--- src/sv/sfp_pkg.sv ---
`default_nettype none

package sfp_pkg;

    localparam int CH_W        = 8;
    localparam int KIND_W      = 2;
    localparam int IDX_W       = 3;
    localparam int OUT_VALUE_W = 20;

    localparam int SENSOR_COUNT = 6;
    localparam int QUEUE_DEPTH  = 4;

    localparam logic [KIND_W-1:0] KIND_SENSOR = 2'd0;
    localparam logic [KIND_W-1:0] KIND_AIR    = 2'd1;
    localparam logic [KIND_W-1:0] KIND_GPS    = 2'd2;
    localparam logic [KIND_W-1:0] KIND_GAIN   = 2'd3;

    localparam logic [CH_W-1:0] CH_DOLLAR = 8'h24;
    localparam logic [CH_W-1:0] CH_S      = 8'h53;
    localparam logic [CH_W-1:0] CH_G      = 8'h47;
    localparam logic [CH_W-1:0] CH_K      = 8'h4B;
    localparam logic [CH_W-1:0] CH_COMMA  = 8'h2C;
    localparam logic [CH_W-1:0] CH_SPACE  = 8'h20;
    localparam logic [CH_W-1:0] CH_CR     = 8'h0D;
    localparam logic [CH_W-1:0] CH_LF     = 8'h0A;
    localparam logic [CH_W-1:0] CH_ZERO   = 8'h30;
    localparam logic [CH_W-1:0] CH_NINE   = 8'h39;

    // work handed from the parser to the emitter
    typedef enum logic [2:0] {
        OP_SENSOR      = 3'd0,
        OP_AIR         = 3'd1,
        OP_GPS         = 3'd2,
        OP_GPS_HEAD    = 3'd3,
        OP_GPS_HEAD_CH = 3'd4,
        OP_GAINS       = 3'd5
    } t_op;

    typedef enum logic [9:0] {
        ST_IDLE     = 10'b00_0000_0001,
        ST_TYPE     = 10'b00_0000_0010,
        ST_S_COMMA  = 10'b00_0000_0100,
        ST_S_FIELD  = 10'b00_0000_1000,
        ST_AIRSPEED = 10'b00_0001_0000,
        ST_G_FIRST  = 10'b00_0010_0000,
        ST_G_BODY   = 10'b00_0100_0000,
        ST_K_COMMA  = 10'b00_1000_0000,
        ST_K_FIELD  = 10'b01_0000_0000,
        ST_APPLY    = 10'b10_0000_0000
    } t_state;

endpackage

`default_nettype wire

--- src/sv/sfp_front.sv ---
`default_nettype none

module sfp_front #(
    parameter int VALUE_BITS = 20,
    parameter int GAIN_COUNT = 6
) (
    input  wire logic                             i_clk,
    input  wire logic                             i_rst_n,
    input  wire logic                             i_valid,
    input  wire logic [sfp_pkg::CH_W-1:0]         i_ch,
    output sfp_pkg::t_op                          o_cmd_op,
    output logic                                  o_cmd_valid,
    output logic [sfp_pkg::IDX_W-1:0]             o_cmd_idx,
    output logic [GAIN_COUNT*VALUE_BITS-1:0]      o_cmd_vals
);
    import sfp_pkg::*;

    localparam int SLOT_W = (GAIN_COUNT > 1) ? $clog2(GAIN_COUNT) : 1;
    localparam int WIDE_W = VALUE_BITS + 4;

    t_state                  r_state, n_state;
    logic [VALUE_BITS-1:0]   r_acc, n_acc;
    logic [IDX_W-1:0]        r_slot, n_slot;
    logic [VALUE_BITS-1:0]   r_gain [GAIN_COUNT];
    logic                    gain_we;

    logic                    is_digit;
    logic [WIDE_W-1:0]       acc_wide;
    logic [VALUE_BITS-1:0]   acc_next_digit;
    logic [VALUE_BITS-1:0]   single_val;
    logic [IDX_W:0]          slot_inc;

    assign is_digit = (i_ch >= CH_ZERO) && (i_ch <= CH_NINE);
    assign slot_inc = {1'b0, r_slot} + (IDX_W+1)'(1);

    // acc * 10 + digit, clamped to all ones
    always_comb begin
        acc_wide = {r_acc, 3'b000} + {2'b00, r_acc, 1'b0} + WIDE_W'(i_ch[3:0]);
        if (acc_wide[WIDE_W-1:VALUE_BITS] != 4'd0) begin
            acc_next_digit = {VALUE_BITS{1'b1}};
        end else begin
            acc_next_digit = acc_wide[VALUE_BITS-1:0];
        end
    end

    always_comb begin
        n_state     = r_state;
        n_acc       = r_acc;
        n_slot      = r_slot;
        gain_we     = 1'b0;
        o_cmd_valid = 1'b0;
        o_cmd_op    = OP_GPS;
        o_cmd_idx   = '0;
        single_val  = '0;
        unique case (r_state)
            ST_IDLE: begin
                if (i_ch == CH_DOLLAR) n_state = ST_TYPE;
            end
            ST_TYPE: begin
                priority if (i_ch == CH_S) begin
                    n_state = ST_S_COMMA;
                end else if (i_ch == CH_G) begin
                    n_state = ST_G_FIRST;
                end else if (i_ch == CH_K) begin
                    n_state = ST_K_COMMA;
                end else begin
                    n_state = ST_IDLE;
                    n_acc   = '0;
                end
            end
            ST_S_COMMA, ST_K_COMMA: begin
                if (i_ch == CH_COMMA) begin
                    n_state = (r_state == ST_S_COMMA) ? ST_S_FIELD : ST_K_FIELD;
                    n_slot  = '0;
                end else begin
                    n_state = ST_IDLE;
                    n_acc   = '0;
                end
            end
            ST_S_FIELD: begin
                priority if (i_ch == CH_COMMA) begin
                    o_cmd_valid = 1'b1;
                    o_cmd_op    = OP_SENSOR;
                    o_cmd_idx   = r_slot;
                    single_val  = r_acc;
                    n_acc       = '0;
                    if (r_slot == IDX_W'(SENSOR_COUNT-1)) begin
                        n_state = ST_AIRSPEED;
                    end else begin
                        n_slot = slot_inc[IDX_W-1:0];
                    end
                end else if (is_digit) begin
                    n_acc = acc_next_digit;
                end else if (i_ch != CH_SPACE) begin
                    n_state = ST_IDLE;
                    n_acc   = '0;
                end else begin
                    // drop spaces inside a field
                end
            end
            ST_AIRSPEED: begin
                priority if (i_ch == CH_CR) begin
                    o_cmd_valid = 1'b1;
                    o_cmd_op    = OP_AIR;
                    single_val  = r_acc;
                    n_state     = ST_IDLE;
                    n_acc       = '0;
                end else if (is_digit) begin
                    n_acc = acc_next_digit;
                end else if (i_ch != CH_SPACE) begin
                    n_state = ST_IDLE;
                    n_acc   = '0;
                end else begin
                    // drop spaces inside a field
                end
            end
            ST_G_FIRST: begin
                o_cmd_valid = 1'b1;
                single_val  = VALUE_BITS'(i_ch);
                if (i_ch == CH_DOLLAR) begin
                    o_cmd_op = OP_GPS_HEAD;
                    n_state  = ST_TYPE;
                end else begin
                    o_cmd_op = OP_GPS_HEAD_CH;
                    n_state  = ST_G_BODY;
                end
            end
            ST_G_BODY: begin
                if (i_ch == CH_DOLLAR) begin
                    n_state = ST_TYPE;
                end else begin
                    o_cmd_valid = 1'b1;
                    o_cmd_op    = OP_GPS;
                    single_val  = VALUE_BITS'(i_ch);
                end
            end
            ST_K_FIELD: begin
                priority if (i_ch == CH_COMMA || i_ch == CH_CR || i_ch == CH_LF) begin
                    gain_we = 1'b1;
                    n_acc   = '0;
                    if (i_ch == CH_COMMA && slot_inc < (IDX_W+1)'(GAIN_COUNT)) begin
                        n_slot = slot_inc[IDX_W-1:0];
                    end else begin
                        n_state = ST_APPLY;
                    end
                end else if (is_digit) begin
                    n_acc = acc_next_digit;
                end else if (i_ch != CH_SPACE) begin
                    n_state = ST_IDLE;
                    n_acc   = '0;
                end else begin
                    // drop spaces inside a field
                end
            end
            ST_APPLY: begin
                // consume this character whatever it is and emit the stored run
                o_cmd_valid = 1'b1;
                o_cmd_op    = OP_GAINS;
                n_state     = ST_IDLE;
                n_acc       = '0;
            end
            default: begin
                n_state = ST_IDLE;
                n_acc   = '0;
            end
        endcase
    end

    always_comb begin
        o_cmd_vals = '0;
        if (o_cmd_op == OP_GAINS) begin
            for (int i = 0; i < GAIN_COUNT; i++) begin
                o_cmd_vals[i*VALUE_BITS +: VALUE_BITS] = r_gain[i];
            end
        end else begin
            o_cmd_vals[VALUE_BITS-1:0] = single_val;
        end
    end

    always_ff @(posedge i_clk) begin
        if (!i_rst_n) begin
            r_state <= ST_IDLE;
            r_acc   <= '0;
            r_slot  <= '0;
            for (int i = 0; i < GAIN_COUNT; i++) begin
                r_gain[i] <= '0;
            end
        end else if (i_valid) begin
            r_state <= n_state;
            r_acc   <= n_acc;
            r_slot  <= n_slot;
            if (gain_we) begin
                r_gain[r_slot[SLOT_W-1:0]] <= r_acc;
            end
        end
    end

endmodule

`default_nettype wire

--- src/sv/sfp_queue.sv ---
`default_nettype none

module sfp_queue #(
    parameter int WIDTH = 8,
    parameter int DEPTH = 4
) (
    input  wire logic             i_clk,
    input  wire logic             i_rst_n,
    input  wire logic             i_push,
    input  wire logic [WIDTH-1:0] i_data,
    input  wire logic             i_pop,
    output logic [WIDTH-1:0]      o_data,
    output logic                  o_full,
    output logic                  o_empty
);
    localparam int PTR_W = (DEPTH > 1) ? $clog2(DEPTH) : 1;
    localparam int CNT_W = $clog2(DEPTH + 1);

    logic [WIDTH-1:0] r_mem [DEPTH];
    logic [PTR_W-1:0] r_wr, r_rd;
    logic [CNT_W-1:0] r_count;
    logic             do_push, do_pop;

    assign o_full  = (r_count == CNT_W'(DEPTH));
    assign o_empty = (r_count == '0);
    assign o_data  = r_mem[r_rd];
    assign do_push = i_push && !o_full;
    assign do_pop  = i_pop && !o_empty;

    always_ff @(posedge i_clk) begin
        if (do_push) begin
            r_mem[r_wr] <= i_data;
        end
    end

    always_ff @(posedge i_clk) begin
        if (!i_rst_n) begin
            r_wr    <= '0;
            r_rd    <= '0;
            r_count <= '0;
        end else begin
            if (do_push) begin
                r_wr <= (r_wr == PTR_W'(DEPTH-1)) ? '0 : r_wr + PTR_W'(1);
            end
            if (do_pop) begin
                r_rd <= (r_rd == PTR_W'(DEPTH-1)) ? '0 : r_rd + PTR_W'(1);
            end
            if (do_push && !do_pop) begin
                r_count <= r_count + CNT_W'(1);
            end else if (do_pop && !do_push) begin
                r_count <= r_count - CNT_W'(1);
            end
        end
    end

endmodule

`default_nettype wire

--- src/sv/sfp_back.sv ---
`default_nettype none

module sfp_back #(
    parameter int VALUE_BITS = 20,
    parameter int GAIN_COUNT = 6
) (
    input  wire logic                             i_clk,
    input  wire logic                             i_rst_n,
    input  wire logic                             i_head_valid,
    input  wire sfp_pkg::t_op                     i_head_op,
    input  wire logic [sfp_pkg::IDX_W-1:0]        i_head_idx,
    input  wire logic [GAIN_COUNT*VALUE_BITS-1:0] i_head_vals,
    output logic                                  o_head_done,
    input  wire logic                             i_pop,
    output logic                                  o_empty,
    output logic [sfp_pkg::KIND_W-1:0]            o_kind,
    output logic [sfp_pkg::IDX_W-1:0]             o_index,
    output logic [sfp_pkg::OUT_VALUE_W-1:0]       o_value,
    output logic                                  o_last
);
    import sfp_pkg::*;

    localparam int SLOT_W = (GAIN_COUNT > 1) ? $clog2(GAIN_COUNT) : 1;

    logic                      r_out_valid;
    logic [KIND_W-1:0]         r_kind;
    logic [IDX_W-1:0]          r_index;
    logic [OUT_VALUE_W-1:0]    r_value;
    logic                      r_last;
    logic [IDX_W-1:0]          r_step;

    logic                      load;
    logic                      last_step;
    logic [IDX_W-1:0]          final_step;
    logic [KIND_W-1:0]         n_kind;
    logic [IDX_W-1:0]          n_index;
    logic [VALUE_BITS-1:0]     sel_val;
    logic [VALUE_BITS-1:0]     gain_val;
    logic [31:0]               val_wide;

    assign load        = i_head_valid && (!r_out_valid || i_pop);
    assign last_step   = (r_step == final_step);
    assign o_head_done = load && last_step;

    assign gain_val = i_head_vals[r_step[SLOT_W-1:0]*VALUE_BITS +: VALUE_BITS];

    always_comb begin
        final_step = '0;
        n_kind     = KIND_GPS;
        n_index    = '0;
        sel_val    = i_head_vals[VALUE_BITS-1:0];
        unique case (i_head_op)
            OP_SENSOR: begin
                n_kind  = KIND_SENSOR;
                n_index = i_head_idx;
            end
            OP_AIR: begin
                n_kind = KIND_AIR;
            end
            OP_GPS: begin
                n_kind = KIND_GPS;
            end
            OP_GPS_HEAD, OP_GPS_HEAD_CH: begin
                final_step = (i_head_op == OP_GPS_HEAD) ? IDX_W'(1) : IDX_W'(2);
                if (r_step == '0) begin
                    sel_val = VALUE_BITS'(CH_DOLLAR);
                end else if (r_step == IDX_W'(1)) begin
                    sel_val = VALUE_BITS'(CH_G);
                end
            end
            OP_GAINS: begin
                final_step = IDX_W'(GAIN_COUNT-1);
                n_kind     = KIND_GAIN;
                n_index    = r_step;
                sel_val    = gain_val;
            end
            default: begin
            end
        endcase
    end

    assign val_wide = 32'(sel_val);

    always_ff @(posedge i_clk) begin
        if (load) begin
            r_kind  <= n_kind;
            r_index <= n_index;
            r_value <= val_wide[OUT_VALUE_W-1:0];
            r_last  <= last_step;
        end
    end

    always_ff @(posedge i_clk) begin
        if (!i_rst_n) begin
            r_out_valid <= 1'b0;
            r_step      <= '0;
        end else begin
            if (load) begin
                r_out_valid <= 1'b1;
                r_step      <= last_step ? '0 : r_step + IDX_W'(1);
            end else if (i_pop) begin
                r_out_valid <= 1'b0;
            end
        end
    end

    assign o_empty = !r_out_valid;
    assign o_kind  = r_kind;
    assign o_index = r_index;
    assign o_value = r_value;
    assign o_last  = r_last;

endmodule

`default_nettype wire

--- src/sv/sentence_field_parser_top.sv ---
// Path: an accepted character's result passes through the queue entry and then the output register.
// Throughput: one character per cycle while full is low; results leave one per cycle while pop
// is held, so a gain run of GAIN_COUNT results holds the port and the four-entry queue absorbs it.
// full rises only when the queue between parser and emitter has no free entry.
// Reset: synchronous, active low; clears parser state, accumulator, gain store,
// queue pointers and the output valid flag.
`default_nettype none

module sentence_field_parser_top #(
    parameter int VALUE_BITS = 20,
    parameter int GAIN_COUNT = 6
) (
    input  wire logic                            i_clk,
    input  wire logic                            i_rst_n,
    input  wire logic                            push,
    output logic                                 full,
    input  wire logic [sfp_pkg::CH_W-1:0]        i_ch,
    output logic                                 empty,
    input  wire logic                            pop,
    output logic [sfp_pkg::KIND_W-1:0]           o_kind,
    output logic [sfp_pkg::IDX_W-1:0]            o_index,
    output logic [sfp_pkg::OUT_VALUE_W-1:0]      o_value,
    output logic                                 o_last
);
    import sfp_pkg::*;

    localparam int VALS_W  = GAIN_COUNT * VALUE_BITS;
    localparam int OP_W    = $bits(t_op);
    localparam int ENTRY_W = OP_W + IDX_W + VALS_W;

    logic                in_ok;
    logic                cmd_valid;
    t_op                 cmd_op;
    logic [IDX_W-1:0]    cmd_idx;
    logic [VALS_W-1:0]   cmd_vals;
    logic [ENTRY_W-1:0]  q_head;
    logic                q_full, q_empty;
    logic                head_done;
    t_op                 head_op;

    assign in_ok = push && !q_full;
    assign full  = q_full;

    sfp_front #(
        .VALUE_BITS (VALUE_BITS),
        .GAIN_COUNT (GAIN_COUNT)
    ) u_front (
        .i_clk       (i_clk),
        .i_rst_n     (i_rst_n),
        .i_valid     (in_ok),
        .i_ch        (i_ch),
        .o_cmd_op    (cmd_op),
        .o_cmd_valid (cmd_valid),
        .o_cmd_idx   (cmd_idx),
        .o_cmd_vals  (cmd_vals)
    );

    sfp_queue #(
        .WIDTH (ENTRY_W),
        .DEPTH (QUEUE_DEPTH)
    ) u_queue (
        .i_clk   (i_clk),
        .i_rst_n (i_rst_n),
        .i_push  (in_ok && cmd_valid),
        .i_data  ({cmd_op, cmd_idx, cmd_vals}),
        .i_pop   (head_done),
        .o_data  (q_head),
        .o_full  (q_full),
        .o_empty (q_empty)
    );

    assign head_op = t_op'(q_head[ENTRY_W-1 -: OP_W]);

    sfp_back #(
        .VALUE_BITS (VALUE_BITS),
        .GAIN_COUNT (GAIN_COUNT)
    ) u_back (
        .i_clk        (i_clk),
        .i_rst_n      (i_rst_n),
        .i_head_valid (!q_empty),
        .i_head_op    (head_op),
        .i_head_idx   (q_head[VALS_W +: IDX_W]),
        .i_head_vals  (q_head[VALS_W-1:0]),
        .o_head_done  (head_done),
        .i_pop        (pop),
        .o_empty      (empty),
        .o_kind       (o_kind),
        .o_index      (o_index),
        .o_value      (o_value),
        .o_last       (o_last)
    );

    a_gain_run_ends_on_top_slot: assert property (@(posedge i_clk) disable iff (!i_rst_n)
        (!empty && o_last && o_kind == KIND_GAIN) |-> (o_index == IDX_W'(GAIN_COUNT-1)))
        else $error("gain run ended on wrong slot");

    a_unslotted_index_zero: assert property (@(posedge i_clk) disable iff (!i_rst_n)
        (!empty && (o_kind == KIND_AIR || o_kind == KIND_GPS)) |-> (o_index == '0))
        else $error("airspeed or GPS item carries a slot number");

    a_no_result_from_nothing: assert property (@(posedge i_clk) disable iff (!i_rst_n)
        (q_empty && empty) |=> empty)
        else $error("result appeared with no queued work");

endmodule

`default_nettype wire

--- config.mk ---
export PLATFORM = sky130hd
export DESIGN_NAME = sentence_field_parser_top
export DESIGN_NICKNAME = d
export VERILOG_FILES = /design/src/sv/sfp_pkg.sv /design/src/sv/sfp_front.sv /design/src/sv/sfp_queue.sv /design/src/sv/sfp_back.sv /design/src/sv/sentence_field_parser_top.sv
export SDC_FILE = /design/constraint.sdc
export NUM_CORES = 1
export LEC_CHECK = 0
export BUFFER_PORTS_ARGS = -buffer_cell sky130_fd_sc_hd__buf_2
export CORE_UTILIZATION = 50
export DETAILED_ROUTE_END_ITERATION = 8
export PLACE_DENSITY = 0.67
export SETUP_SLACK_MARGIN = 0.3
export SKIP_LAST_GASP = 1
export SYNTH_ARGS = -nofsm -noshare
export SYNTH_HDL_FRONTEND = slang
export SYNTH_SLANG_ARGS = --single-unit
--- constraint.sdc ---
create_clock -name i_clk -period 6.7 [get_ports i_clk]
set_input_delay 1.005 -clock i_clk [delete_from_list [all_inputs] [get_ports i_clk]]
set_output_delay 1.005 -clock i_clk [all_outputs]
set_load 0.01 [all_outputs]
Word-level counts from Yosys, hierarchy flattened
Memory sizes are Yosys's and may differ from the RTL's. A register that Yosys moved wholly into a read port is not among the register bits.
Cells that the tools add are included.
{"block": "totals", "reg_bits": 70, "mem_bits_rw": 624, "input_bits": 12, "output_inout_bits": 28, "word_cells": 177, "n_memories": 2}
{"memory": "u_queue.r_mem", "words": 4, "word_bits": 126, "rd": 1, "rd_clocked_by_memory_dff": 1, "wr": 1, "line": "sfp_queue.sv:19", "source": "logic [WIDTH-1:0] r_mem [DEPTH];"}
{"memory": "u_front.r_gain", "words": 6, "word_bits": 20, "rd": 6, "rd_clocked_by_memory_dff": 0, "wr": 6, "line": "sfp_front.sv:24", "source": "logic [VALUE_BITS-1:0] r_gain [GAIN_COUNT];"}
{"block": "op_classes", "add_sub_neg": 8, "mul": 1, "magnitude_cmp": 3, "n_eq_ne": 40, "shifts": 1, "n_mux": 75, "bitwise": 1, "n_reduce_logical": 34}
{"op": "20-bit 2-to-1 mux", "count": 15}
{"op": "20-bit case mux with 6 select lines", "count": 1}
{"op": "120-bit by 9-bit variable part select with 20-bit output", "count": 1}
{"op": "10-bit 2-to-1 mux", "count": 11}
{"op": "100-bit 2-to-1 mux", "count": 1}
{"op": "20-bit case mux with 4 select lines", "count": 1}
{"op": "10-bit case mux with 7 select lines", "count": 1}
{"op": "20-bit case mux with 2 select lines", "count": 1}
{"op": "3-bit 2-to-1 mux", "count": 12}
{"op": "23-bit by 21-bit adder with 24-bit output", "count": 1}
{"op": "24-bit by 4-bit adder with 24-bit output", "count": 1}
{"op": "8-bit by 7-bit == test with 1-bit output, second input constant", "count": 3}
{"op": "20-bit OR reduction", "count": 1}
{"op": "8-bit by 4-bit == test with 1-bit output, second input constant", "count": 2}
{"op": "8-bit by 6-bit == test with 1-bit output, second input constant", "count": 2}
{"op": "8-bit 2-to-1 mux", "count": 2}
{"op": "3-bit == test, second input constant", "count": 5}
{"op": "1-bit 2-to-1 mux", "count": 15}
{"op": "2-bit 2-to-1 mux", "count": 7}
{"op": "3-bit case mux with 2 select lines", "count": 2}
{"op": "3-bit case mux with 4 select lines", "count": 1}
{"op": "10-bit by 1-bit == test with 1-bit output, second input constant", "count": 1}
{"op": "10-bit == test, second input constant", "count": 1}
{"op": "10-bit by 2-bit == test with 1-bit output, second input constant", "count": 1}
{"op": "other kinds (41)", "count": 74}

Logic depth before layout (Yosys ltp)
Gate-level depths: netlist of the first run.
{"block": "logic_depth", "ltp_word": 11, "depth_mapped": 16, "depth_no_buf": 14}

By module
From an unflattened synthesis of the first run, not the netlist that was laid out.
{"block": "unflattened", "hier_cells": 1811, "area_unflattened_um2": 29620.9}
{"module": "sfp_queue", "n_inst": 1, "cells_per_inst": 709, "area_each_um2": 18621.6}
{"module": "sfp_front", "n_inst": 1, "cells_per_inst": 914, "area_each_um2": 8702.1}
{"module": "sfp_back", "n_inst": 1, "cells_per_inst": 185, "area_each_um2": 2278.4}
{"module": "sentence_field_parser_top", "n_inst": 1, "cells_per_inst": 3, "area_each_um2": 18.8}

Worst setup path after synthesis of the first run
Ideal clock, no wire load.
{"block": "synth_timing", "kind": "input to register", "start": "input i_ch[2] in the netlist's numbering", "end": "memory u_queue.r_mem[0][0] in the netlist's numbering, enable pin", "arrival_ns": 5.422, "setup_slack_ns": 0.778, "stages": 7, "path_buffers": 2, "path_cell_list": "clkbuf_1 -> nor3b_1 -> nand3_1 -> o22ai_1 -> o31a_1 -> clkbuf_1 -> and2_1"}
{"block": "synth_between", "elab_chain_len": 7}
{"element": "from (decl)", "line": "sentence_field_parser_top.sv:17", "source": "input wire logic [sfp_pkg::CH_W-1:0] i_ch,"}
{"element": "8-bit by 6-bit == test with 1-bit output (tied with other cells)", "line": "sfp_front.sv:129", "source": "if (i_ch == CH_DOLLAR) begin"}
{"element": "1-bit 2-to-1 mux, on equally long branches", "line": "sfp_front.sv:129, sfp_front.sv:81, sfp_front.sv:102"}
{"element": "1-bit case mux with 4 select lines (*)", "line": "sfp_front.sv:55", "source": "unique case (r_state)"}
{"element": "1-bit logical AND (*)", "line": "sentence_field_parser_top.sv:64", "source": ".i_push (in_ok && cmd_valid),"}
{"element": "1-bit logical AND (*)", "line": "sfp_queue.sv:27", "source": "assign do_push = i_push && !o_full;"}
{"element": "via u_queue.do_push", "line": "sfp_queue.sv:22", "source": "logic do_push, do_pop;"}
{"element": "1-bit 2-to-1 mux (*)", "line": "sfp_queue.sv:31", "source": "if (do_push) begin"}
{"element": "1-bit 2-to-1 mux (not written as such) (*)", "line": "sfp_queue.sv:32", "source": "r_mem[r_wr] <= i_data;"}
{"element": "to (decl)", "line": "sfp_queue.sv:19"}
Mark *: on every way through the listed nets, which the timed path passes. The rest lies on a longest branch.

==> out/metrics.cfg, run 1 <==
[outcome]
status=completed

[sta]
whs_ns=0.500
finalHoldViolations=0
rsz0062_at_grt=false
slew_headroom_pct=13.0
min_period_ns=4.39
worst_slew_pin_slew_ns=1.30
fin_crit_sh_pct=65.6
final_max_slew_viol_count=0
setup_violations=0
tns_ns=0
fin_skew_ns=0.0305
max_freq_mhz=228

[clock_tree]
cts_setup_buffers=0
cts_sinks=696
holdBufCountCts=0
tritoncts.num_buffers=70
cts_resized=0
cts_max_level=3
worst_skew_pair.late_latency_ns=0.60
tritoncts=built
max-clock-path-buffers=3
cts-root-buf=clkbuf_16
path_clk_slew_ns=0.07

[die]
fp.dieW_um=244
dieArea_sq_um=59600
fp-row-count=88
coreArea_sq_um=57800
die_h_um=244
num_io_pins=40
initial_utilization_pct=50.7

[finish]
final_nets=1910
fillCellCount=4415
syn2layout_area_growth_pct=11.3
drive_above_1_share_pct=18.1
fin_area_sq_um=32600
multiInputGateArea_sq_um=8290
layout.area.seq_sq_um=20400
instances_no_fill=2665
diodes=0

[yosys]
yosys.area.top_type=edfxtp_1
synth_flop_cell=edfxtp_1
syn_inst=1793
synth_top_cells_by_count=edfxtp_1, nor2_1, mux4_2, and2_1, nand2_1
yosys.cell_types.count=69
yosysWarnings=0
synth_edf_count=650
synth.top_cell.area_share_pct=66.6
synth_async_sr_flop_share_pct=0
syn_nets=1859
syn-cell-area_sq_um=29300
yosys_register_bits=696
synth_area_per_cell_sq_um=16.3
synth.most_common_cell=edfxtp_1
seq_area_frac_synth_pct=69.7
synth.area.top_cells=edfxtp_1, mux4_2, dfxtp_1

[worst_setup_path]
required_ns=6.91
endpoint_kind=flop
cp_max_fo=21
crit_type=reg2reg
worstPathArrival_ns=4.60
r2r-end=u_front.r_gain[1][16]$_SDFFCE_PN0P_
r2r_start=u_front.r_state[0]$_SDFFE_PN1P_
start_kind=flop
r2r_cells=8
r2r_setup_slack_ns=2.31

[job]
cap_viol_max_count=0

[min_path]
hold_start=u_back.r_out_valid$_SDFFE_PN0P_
holdPathEnd=u_back.r_out_valid$_SDFFE_PN0P_
hold_depth=2
hold_path.class=reg2reg

[routing]
drt_iter0_markers=1429
ant_nets=0
routed-via-count=16000
route.detailed.drc=0
firstDrtPassIters=6
finalWirelength_um=64900
wl_per_cell_um=24.3
viasPerCell=5.99

[global_route]
antenna_found_initial=1
grt_pass1_vias=16100
grt_max_degree=77
overflow=0
grt_first_pass_wirelength_um=98100
grt_usage_pct=22.1

[place]
place_area_sq_um=30400
numPortBuffers=39
hpwl_um=38800
placed_cells=2537
routabilityCongestion=0.835

[pwr]
max-vdd-ir-drop_mv=0.172
leakagePower_nw=11.7
power_density_nw_per_um2=262

==> sequential cells by signal, indices dropped and copies added, names as in the netlist, named ones only <==
register            cells
u_queue.r_mem         504
u_front.r_gain        120
u_back.o_value         20
u_front.r_acc          20
u_front.r_state        10
u_back.o_index          3
u_back.r_step           3
u_front.r_slot          3
u_queue.r_count         3
u_back.o_kind           2
u_queue.r_rd            2
u_queue.r_wr            2
u_back.o_last           1
u_back.r_out_valid      1
==> how the worst max path moves through the flow <==
| stage | startpoint | cells after the start | to |
|---|---|---|---|
| 6_report | u_front.r_state[0]$_SDFFE_PN1P_ | 8 | u_front.r_gain[1][16]$_SDFFCE_PN0P_ |
| 5_1_grt | i_ch[3] | 8 | u_queue.r_mem[1][40]$_DFFE_PP_ |
| 4_1_cts | flop | 14 | u_queue.r_count[2]$_SDFFE_PN0P_ |
| 3_5_place_dp | i_ch[3] | 8 | u_queue.r_mem[1][84]$_DFFE_PP_ |
| 3_3_place_gp | i_ch[3] | 8 | u_queue.r_mem[1][99]$_DFFE_PP_ |
| 2_1_floorplan | i_ch[2] | 7 | u_queue.r_mem[0][0]$_DFFE_PP_ |
==> layer usage <==
| layer | GRT usage (%) | vias to the layer above | wire length (um) |
|---|---|---|---|
| li1 | - | 7068 | - |
| met4 | 6.71 | 2 | 1390 |
| met1 | 31.2 | 8212 | 27700 |
| met2 | 35.5 | 584 | 31100 |
| met3 | 3.82 | 91 | 4760 |
| met5 | 0 | - | 13 |
==> stage by stage <==
step                util [%]  setup slack [ns]  power [mW]
CTS                     56.4              2.32        8.61
global route            56.4              1.94        8.78
global placement        52.7              1.73        4.90
finish                  56.4              2.31        8.55
floorplan                  -             0.778        4.87
detailed placement      52.7              1.72        4.90
==> critical path: stages, from the launching register on <==
cell     delay, ns
dfxtp_1       0.36
or4_4         0.60
nor4b_4       0.40
nand2_1       0.12
nor2_1        0.15
nand2_1       0.18
nor3_1        0.39
nand2_1       0.71
nand2_1       1.08
==> area by class of cell <==
cell class	instances	area share, %
Sequential cell	696	62.7
Multi-Input combinational cell	939	25.4
Clock buffer	85	5.67
Tap cell	765	2.93
Timing Repair Buffer	70	1.50
Clock inverter	43	1.00
Inverter	67	0.771
==> layout by cell type, fill, tap and decap left out, drive strengths merged, types with 19 or more instances in the layout <==
| cell type | Yosys | layout |
|---|---|---|
| ha | 51 | 51 |
| a21oi | 46 | 46 |
| o22ai | 22 | 22 |
| inv | 65 | 70 |
| a22o | 30 | 30 |
| clkbuf | 57 | 85 |
| a211oi | 19 | 19 |
| mux2i | 21 | 21 |
| nor2 | 172 | 172 |
| nand2 | 86 | 86 |
| edfxtp | 650 | 650 |
| dfxtp | 46 | 46 |
| and2 | 111 | 111 |
| clkinv | 2 | 35 |
| buf | 34 | 70 |
| o21ai | 37 | 37 |
| mux4 | 146 | 146 |
| nor3 | 35 | 35 |
==> power by group <==
part | internal [mW] | switching [mW] | total [mW]
clock | 2.13 | 1.61 | 3.74
sequential | 4.72 | 0.0110 | 4.73
combinational | 0.0196 | 0.0622 | 0.0819
==> logic make-up (layout without fill, tap and decap cells) <==
logic type | count (synthesis) | after routing | share of synthesized area (%)
buffers and inverters | 158 | 265 | 2.16
and+or+nand+nor | 487 | 487 | 8.29
DFF | 696 | 696 | 69.7
xor gates and xnor gates | 16 | 16 | 0.478
AOI/OAI and AO/OA | 212 | 212 | 4.89
muxes | 170 | 170 | 12.1
adders and majority gates | 54 | 54 | 2.38
No activity file was read; power rests on OpenSTA's default activity.
==> run 2, diff against run 1 <==
==> constraint.sdc (replaced) <==
create_clock -name i_clk -period 4.49 [get_ports i_clk]
set_input_delay 0.6735 -clock i_clk [delete_from_list [all_inputs] [get_ports i_clk]]
set_output_delay 0.6735 -clock i_clk [all_outputs]
set_load 0.01 [all_outputs]
==> run 2 against run 1 <==
  * Non-clock buffer count up 14
  * Sequential share of layout area down 0.55 points
  * Cell area up 0.89%
  * Clock power up 51%
  * Clock-buffer cell count up 5
  * Critical endpoint is now u_front.r_acc[18]$_SDFFE_PN0P_
  * Global-route usage about the same
  * First-iteration DRC count down 6.2%
  * Largest cell class unchanged
  * Register-to-register slack worse by 1.5 ns
  * Sequential cell count unchanged
  * Core utilization up 0.50 points
  * Routed wire length down 0.28%
==> out/metrics.cfg, run 2 (synthesis gave the netlist of run 1 again) <==
[outcome]
status=completed  ; unchanged

[worst_setup_path]
required_ns=4.97  ; was 6.91 ns
endpoint_kind=flop  ; unchanged
cp_max_fo=19  ; was 21
cp_top_family=compound AO/OA/AOI/OAI gates  ; was simple AND/OR/NAND/NOR gates
worstPathArrival_ns=4.17  ; was 4.60 ns
start_kind=flop  ; unchanged
path_buf_inv=3  ; was 0
r2r_setup_slack_ns=0.80  ; was 2.31 ns
r2r_start=u_front.r_acc[0]$_SDFFE_PN0P_  ; was u_front.r_state[0]$_SDFFE_PN1P_
critPathSlowestCell=fa_1  ; was nand2_1
startpoint=u_front.r_acc[0]$_SDFFE_PN0P_  ; was u_front.r_state[0]$_SDFFE_PN1P_
cp_common_cell=inv_1  ; was nand2_1
crit_type=reg2reg  ; unchanged
cpPeakStageDelay_ns=0.55  ; was 1.08 ns
worstPathCellList=inv_1 > fa_1 > inv_1 > ha_1 > a21o_1 > nand4_1 > o211ai_1 > a221o_1 > and4_1 > nor4_1 > o2111ai_2 > buf_4 > a211oi_1 > nor3_1  ; was or4_4 > nor4b_4 > nand2_1 > nor2_1 > nand2_1 > nor3_1 > nand2_1 > nand2_1

[die]
dieArea_sq_um=59600  ; unchanged
coreArea_sq_um=57800  ; unchanged
num_io_pins=40  ; unchanged
fp-row-count=88  ; unchanged
die_h_um=244  ; unchanged
initial_utilization_pct=50.7  ; unchanged
fp.dieW_um=244  ; unchanged

[finish]
largest_reg_flops=504  ; unchanged
drive_above_1_share_pct=18.9  ; was 18.1%
final_nets=1926  ; was 1910
final_common_cell=edfxtp_1  ; unchanged
reg_top3=u_queue.r_mem: 504 flops, u_front.r_gain: 120 flops  ; unchanged
most-common-layout-cells=edfxtp_1, nor2_1, mux4_2  ; unchanged
syn2layout_area_growth_pct=12.3  ; was 11.3%
regMostFlops=u_queue.r_mem  ; unchanged
fin_area_sq_um=32900  ; was 32600 sq um

[place]
place_area_sq_um=30700  ; was 30400 sq um
hpwl_um=37300  ; was 38800 um
numPortBuffers=39  ; unchanged
routabilityCongestion=0.843  ; was 0.835

[job]
cap_viol_max_count=0  ; unchanged

[pwr]
power_switching_share_pct=19.5  ; was 19.6%
p_int_mw=10.3  ; was 6.87 mW
power_mw=12.9  ; was 8.55 mW
pwr-share-comb_pct=1.0  ; about the same
p_seq_share_pct=54.9  ; was 55.3%
switchingPower_mw=2.51  ; was 1.68 mW
power_density_nw_per_um2=391  ; was 262 nW/um^2
max-vdd-ir-drop_mv=0.243  ; was 0.172 mV
leakagePower_nw=10.8  ; was 11.7 nW
clock_power_share_pct=44.1  ; was 43.7%

[global_route]
antenna_found_initial=1  ; unchanged
grt_usage_pct=22.2  ; was 22.1%
overflow=0  ; unchanged
grt_pass1_vias=16300  ; was 16100
grt_max_degree=115  ; was 77
grt_first_pass_wirelength_um=98100  ; about the same

[clock_tree]
cts_resized=0  ; unchanged
worst_skew_pair.late_latency_ns=0.61  ; was 0.60 ns
max-clock-path-buffers=3  ; unchanged
holdBufCountCts=0  ; unchanged
tritoncts=built  ; unchanged
cts_sinks=696  ; unchanged
cts_max_level=3  ; unchanged
cts_setup_buffers=0  ; unchanged
cts-root-buf=clkbuf_16  ; unchanged
path_clk_slew_ns=0.06  ; was 0.07 ns
tritoncts.num_buffers=72  ; was 70

[routing]
drt_iter0_markers=1340  ; was 1429
route.detailed.drc=0  ; unchanged
wl_per_cell_um=24.2  ; was 24.3 um
firstDrtPassIters=5  ; was 6
routed-via-count=15900  ; was 16000
ant_nets=0  ; unchanged
finalWirelength_um=64700  ; was 64900 um
viasPerCell=5.95  ; was 5.99

[sta]
worst_slew_pin_slew_ns=1.08  ; was 1.30 ns
max_freq_mhz=271  ; was 228 MHz
rsz0062_at_grt=false  ; unchanged
tns_ns=0  ; unchanged
min_period_ns=3.69  ; was 4.39 ns
finalHoldViolations=0  ; unchanged
fin_crit_sh_pct=82.2  ; was 65.6%
slew_headroom_pct=28.3  ; was 13.0%
final_max_slew_viol_count=0  ; unchanged
setup_violations=0  ; unchanged
fin_skew_ns=0.0199  ; was 0.0305 ns

[min_path]
hold_start=pop  ; was u_back.r_out_valid$_SDFFE_PN0P_
hold_path.class=in2reg  ; was reg2reg

==> run 2: cell count changes in the layout (fill, tap and decap cells not counted), sizes merged <==
cell,change
clkinvlp,+2
buf,+14
inv,+2
clkinv,-9
bufinv,-1
clkbuf,+5
diode,+1
==> run 2: power groups by stage <==
stage / sequential, mW / clock (mW) / combinational [mW]
2_1_floorplan: 7.19 / 0 / 0.0746
3_3_place_gp: 7.19 / 0 / 0.133
3_5_place_dp: 7.19 / 0 / 0.133
4_1_cts: 7.06 / 5.76 / 0.133
5_1_grt: 7.06 / 6.01 / 0.143
6_report: 7.06 / 5.66 / 0.133
==> run 2: metrics by stage <==
stage          hold WS [ns]  util [%]  setup WS [ns]  std cells
4_1_cts               0.361      56.9          0.843       2678
3_5_place_dp          0.475      53.1          0.383       2551
6_report              0.386      56.9          0.799       2679
2_1_floorplan         0.445         -          0.296       1793
5_1_grt               0.399      56.9          0.553       2678
3_3_place_gp          0.463      53.1          0.484       2551
==> run 2: area by class of cell <==
| type | count | area, sq um |
|---|---|---|
| fill | 4368 | 24900 |
| sequential | 696 | 20400 |
| multi-input combinational | 939 | 8280 |
| clock buffer | 90 | 1950 |
| tap | 765 | 957 |
| timing repair buffer | 84 | 733 |
| clock inverter | 37 | 278 |
| inverter | 67 | 251 |
| antenna | 1 | 2.50 |
==> run 2: path summary, 6_finish.rpt <==
path	to	cells past startpoint
max	u_front.r_acc[18]$_SDFFE_PN0P_	14
max reg2reg	u_front.r_acc[18]$_SDFFE_PN0P_	14
min reg2reg	flop	2
min	u_back.r_out_valid$_SDFFE_PN0P_	4
==> run 2: tightest hold or removal path, stage by stage <==
cell,delay [ns]
buf_2,0.08
inv_1,0.06
nand2_1,0.07
a21oi_1,0.05
==> run 2: routing by layer <==
layer / GRT usage, % / wire length, um / up-vias
met1: 30.1 / 26900 / 8233
met3: 3.84 / 4670 / 85
met4: 6.10 / 1070 / 0
met5: 0 / 0 / -
li1: - / - / 7100
met2: 37.0 / 32100 / 511
